`config.mk`:
```
export PLATFORM = sky130hd
export DESIGN_NAME = wwt_ram
export DESIGN_NICKNAME = d
export VERILOG_FILES = /design/src/sv/wwt_ram.sv
export SDC_FILE = /design/constraint.sdc
export NUM_CORES = 1
export LEC_CHECK = 0
export BUFFER_PORTS_ARGS = -buffer_cell sky130_fd_sc_hd__buf_2
export CAP_MARGIN = 10
export CORE_MARGIN = 2
export CORE_UTILIZATION = 34
export DETAILED_ROUTE_END_ITERATION = 7
export SKIP_CTS_REPAIR_TIMING = 1
export SYNTH_ARGS = -nofsm -noshare
export SYNTH_HDL_FRONTEND = slang
export SYNTH_SLANG_ARGS = --single-unit
```
`constraint.sdc`:
```
create_clock -name clk -period 2.99 [get_ports clk]
set_clock_uncertainty 0.2 [all_clocks]
set_input_delay 0.4485 -clock clk [delete_from_list [all_inputs] [get_ports clk]]
set_output_delay 0.4485 -clock clk [all_outputs]
set_load 0.005 [all_outputs]
```
`src/sv/wwt_ram.sv`:
```
// ----------------------------------------------------------------------------
// wwt_ram
// Generic single-write, single-read RAM with registered read data.
// ----------------------------------------------------------------------------
module wwt_ram #(
  parameter int WIDTH = 8,
  parameter int DEPTH = 16,
  parameter int AW = (DEPTH > 1) ? $clog2(DEPTH) : 1
) (
  input  logic             clk,
  input  logic             we,
  input  logic [AW-1:0]    waddr,
  input  logic [WIDTH-1:0] wdata,
  input  logic             re,
  input  logic [AW-1:0]    raddr,
  output logic [WIDTH-1:0] rdata
);

  logic [WIDTH-1:0] mem [DEPTH];

  always_ff @(posedge clk) begin
    if (we) begin
      mem[waddr] <= wdata;
    end
    if (re) begin
      rdata <= mem[raddr];
    end
  end

endmodule

```
==> flow_summary_export.csv <==
group,metric,value,unit
die,coreArea,15100,um^2
worst_hold_path,hold_class,"in2reg",
die,core.rowCount,45,
die,die_h,128,um
placement,routabilityCongestion,0.713,
power,total_leakage_power,2.03,nW
run,cap_violations,0,
worst_setup_path,slowest_stage,"nor2_1",
clock_network,cts.sinks,136,
clock_network,cts_root_buf,"clkbuf_16",
clock_network,cts_tree,"done",
clock_network,clk_latency,0.41,ns
placement,dpl.cell_count,445,
timing,fin_crit,1.99,ns
placement,hpwlAfterDp,6570,um
timing,finalHoldViolations,0,
yosys,yosysSeqAreaShare,0.781,
power,vdd_drop_max,0.000372,V
timing,slew_headroom,0.368,
power,power_switching,0.832,mW
drt,via_per_inst,5.22,
cells_and_area,drive_above_1_share,0.284,
timing,final-max-slew-violation-count,0,
worst_setup_path,crit_start,"waddr[2]",
drt,vias,2491,
yosys,ys_ff_latch,136,
power,p_clk_frac,0.436,
yosys,syn_nets,248,
cells_and_area,fin_nets,295,
worst_setup_path,worstPathArrival,1.81,ns
power,power.internal,3.35,mW
die,start_util,0.346,
worst_hold_path,min_from,"re",
yosys,syn_area_per_cell,22.8,um^2
die,ios,27,
worst_setup_path,worstPathCellList,"buf_2 > or3b_2 > nor2_1",
global_route,grt_pass1_wl,16100,um
drt,wire_per_inst,22.3,um
cells_and_area,fillerInstances,1346,
global_route,grt_antenna_before_repair,0,
drt,ant_nets,0,
yosys,syn-instance-count,229,
global_route,grt_usage,0.141,
cells_and_area,num_antenna_cells,0,
timing,max_freq,502,MHz
power,switching_share,0.199,
worst_setup_path,path_class,"in2reg",
die,die_w,128,um
yosys,ys_types,18,
placement,port_buffers,26,
cells_and_area,finalNonFillerCells,477,
timing,rsz0062_at_grt,"false",
yosys,synth_warnings,0,
worst_setup_path,crit_fanout,8,
drt,first_pass_iters,5,
worst_setup_path,reg2reg_from,"mem[1][2]",
worst_setup_path,crit_required,2.81,ns
cells_and_area,area_growth,17.3,%
global_route,grt_max_degree,33,
die,die-area,16400,um^2
worst_setup_path,slowest_delay,0.74,ns
clock_network,cts_buffers,17,
clock_network,cts_buffer_depth,2,
timing,finalSetupViolCount,0,
power,p_seq_frac,0.517,
timing,tns,0,ns
yosys,syn_area,5230,um^2
run_status,status,"complete, no violations",
timing,tightest_slew,0.944,ns
clock_network,ctsHtreeMaxLevel,4,
power,power_frac_comb,0.047,
drt,wl,10600,um
timing,period_share,0.666,
worst_setup_path,cp-end-kind,"flop",
global_route,grt_pass1_vias,2577,
power,cellPowerDensity,682,nW/um^2
drt,drc,0,
clock_network,clk_pin_slew,0.05,ns
global_route,grt_overflow,0,
worst_setup_path,critPathLaunchType,"input port",
drt,drtIter0Drc,248,
cell usage in the layout, fill, tap and decap left out, drive strengths merged, types with 2 or more instances in the layout:
| master | count |
|---|---|
| nor3 | 4 |
| a22oi | 16 |
| nor2 | 13 |
| clkbuf | 20 |
| edfxtp | 136 |
| nand2b | 2 |
| nand3b | 2 |
| buf | 38 |
| clkinvlp | 2 |
| clkinv | 9 |
| nand2 | 9 |
| mux4 | 32 |
metrics by stage:
stage | util | instance area (um^2) | hold WS, ns | setup WS, ns | power (mW)
6_report | 0.406 | 6130 | 0.216 | 0.999 | 4.18
5_1_grt | 0.406 | 6130 | 0.202 | 0.936 | 4.32
4_1_cts | 0.406 | 6130 | 0.193 | 1.05 | 4.21
3_5_place_dp | 0.372 | 5610 | 0.535 | 0.577 | 2.40
3_3_place_gp | 0.372 | 5610 | 0.529 | 0.605 | 2.39
2_1_floorplan | - | 5230 | 0.347 | 0.849 | 2.30
synth_stat cells (all sizes together):
master / instances / area share
buf: 7 / 0.011
nand2b: 2 / 0.0024
nor2: 13 / 0.0093
a22oi: 16 / 0.023
or3b: 1 / 0.0017
and2b: 1 / 0.0014
nor3: 4 / 0.0038
nand3b: 2 / 0.0029
nor2b: 1 / 0.0012
nand2: 9 / 0.0065
edfxtp: 136 / 0.78
nand3: 1 / 0.00096
clkdlybuf4s25: 3 / 0.0057
mux4: 32 / 0.15
and2: 1 / 0.0012
worst paths after layout:
check	endpoint	slack, ns	depth (start not counted)
worst min-delay path	rdata[3]	0.22	1
worst min register to register	rdata[1]	0.54	3
worst max-delay path	mem[2][2]	1.0	3
worst max register to register	rdata[2]	1.30	3
cell families (layout without fill, tap and decap cells):
group           Yosys count  count (layout)  share of synthesized area
compound gates           16              16                     0.0230
buf+inv                  10              70                     0.0165
flops                   136             136                      0.781
mux                      32              32                      0.148
simple gates             35              35                     0.0314
layer usage:
layer | part of all wire | up-vias | track usage | routed length, um
met5 | 0 | - | 0 | 0
met4 | 0.012 | 0 | 0.0562 | 129
met3 | 0.060 | 10 | 0.0426 | 638
met2 | 0.47 | 97 | 0.203 | 4950
met1 | 0.46 | 1305 | 0.202 | 4900
li1 | - | 1079 | - | -
registers in the layout, indices dropped and copies added (netlist names):
name / cells
mem: 128
rdata: 8
cell type report:
type	count	area, um^2	share of cell area
Tap cell	188	235	0.0384
Timing Repair Buffer	38	233	0.0380
Multi-Input combinational cell	83	1060	0.172
Clock buffer	20	437	0.0712
Clock inverter	12	85.1	0.0139
Sequential cell	136	4080	0.666
worst max-delay path, delay by kind of cell:
family | cells | cell delay [ns]
buf+inv | 1 | 0.11
simple gates | 2 | 1.25
power by group through the flow:
stage               Clock (mW)  Combinational [mW]  Sequential (mW)
finish                    1.83               0.196             2.16
detailed placement           0               0.199             2.20
global route              1.94               0.213             2.16
CTS                       1.85               0.199             2.16
floorplan                    0               0.108             2.20
global placement             0               0.195             2.20
Note: power is estimated with default switching activity, not from simulation.
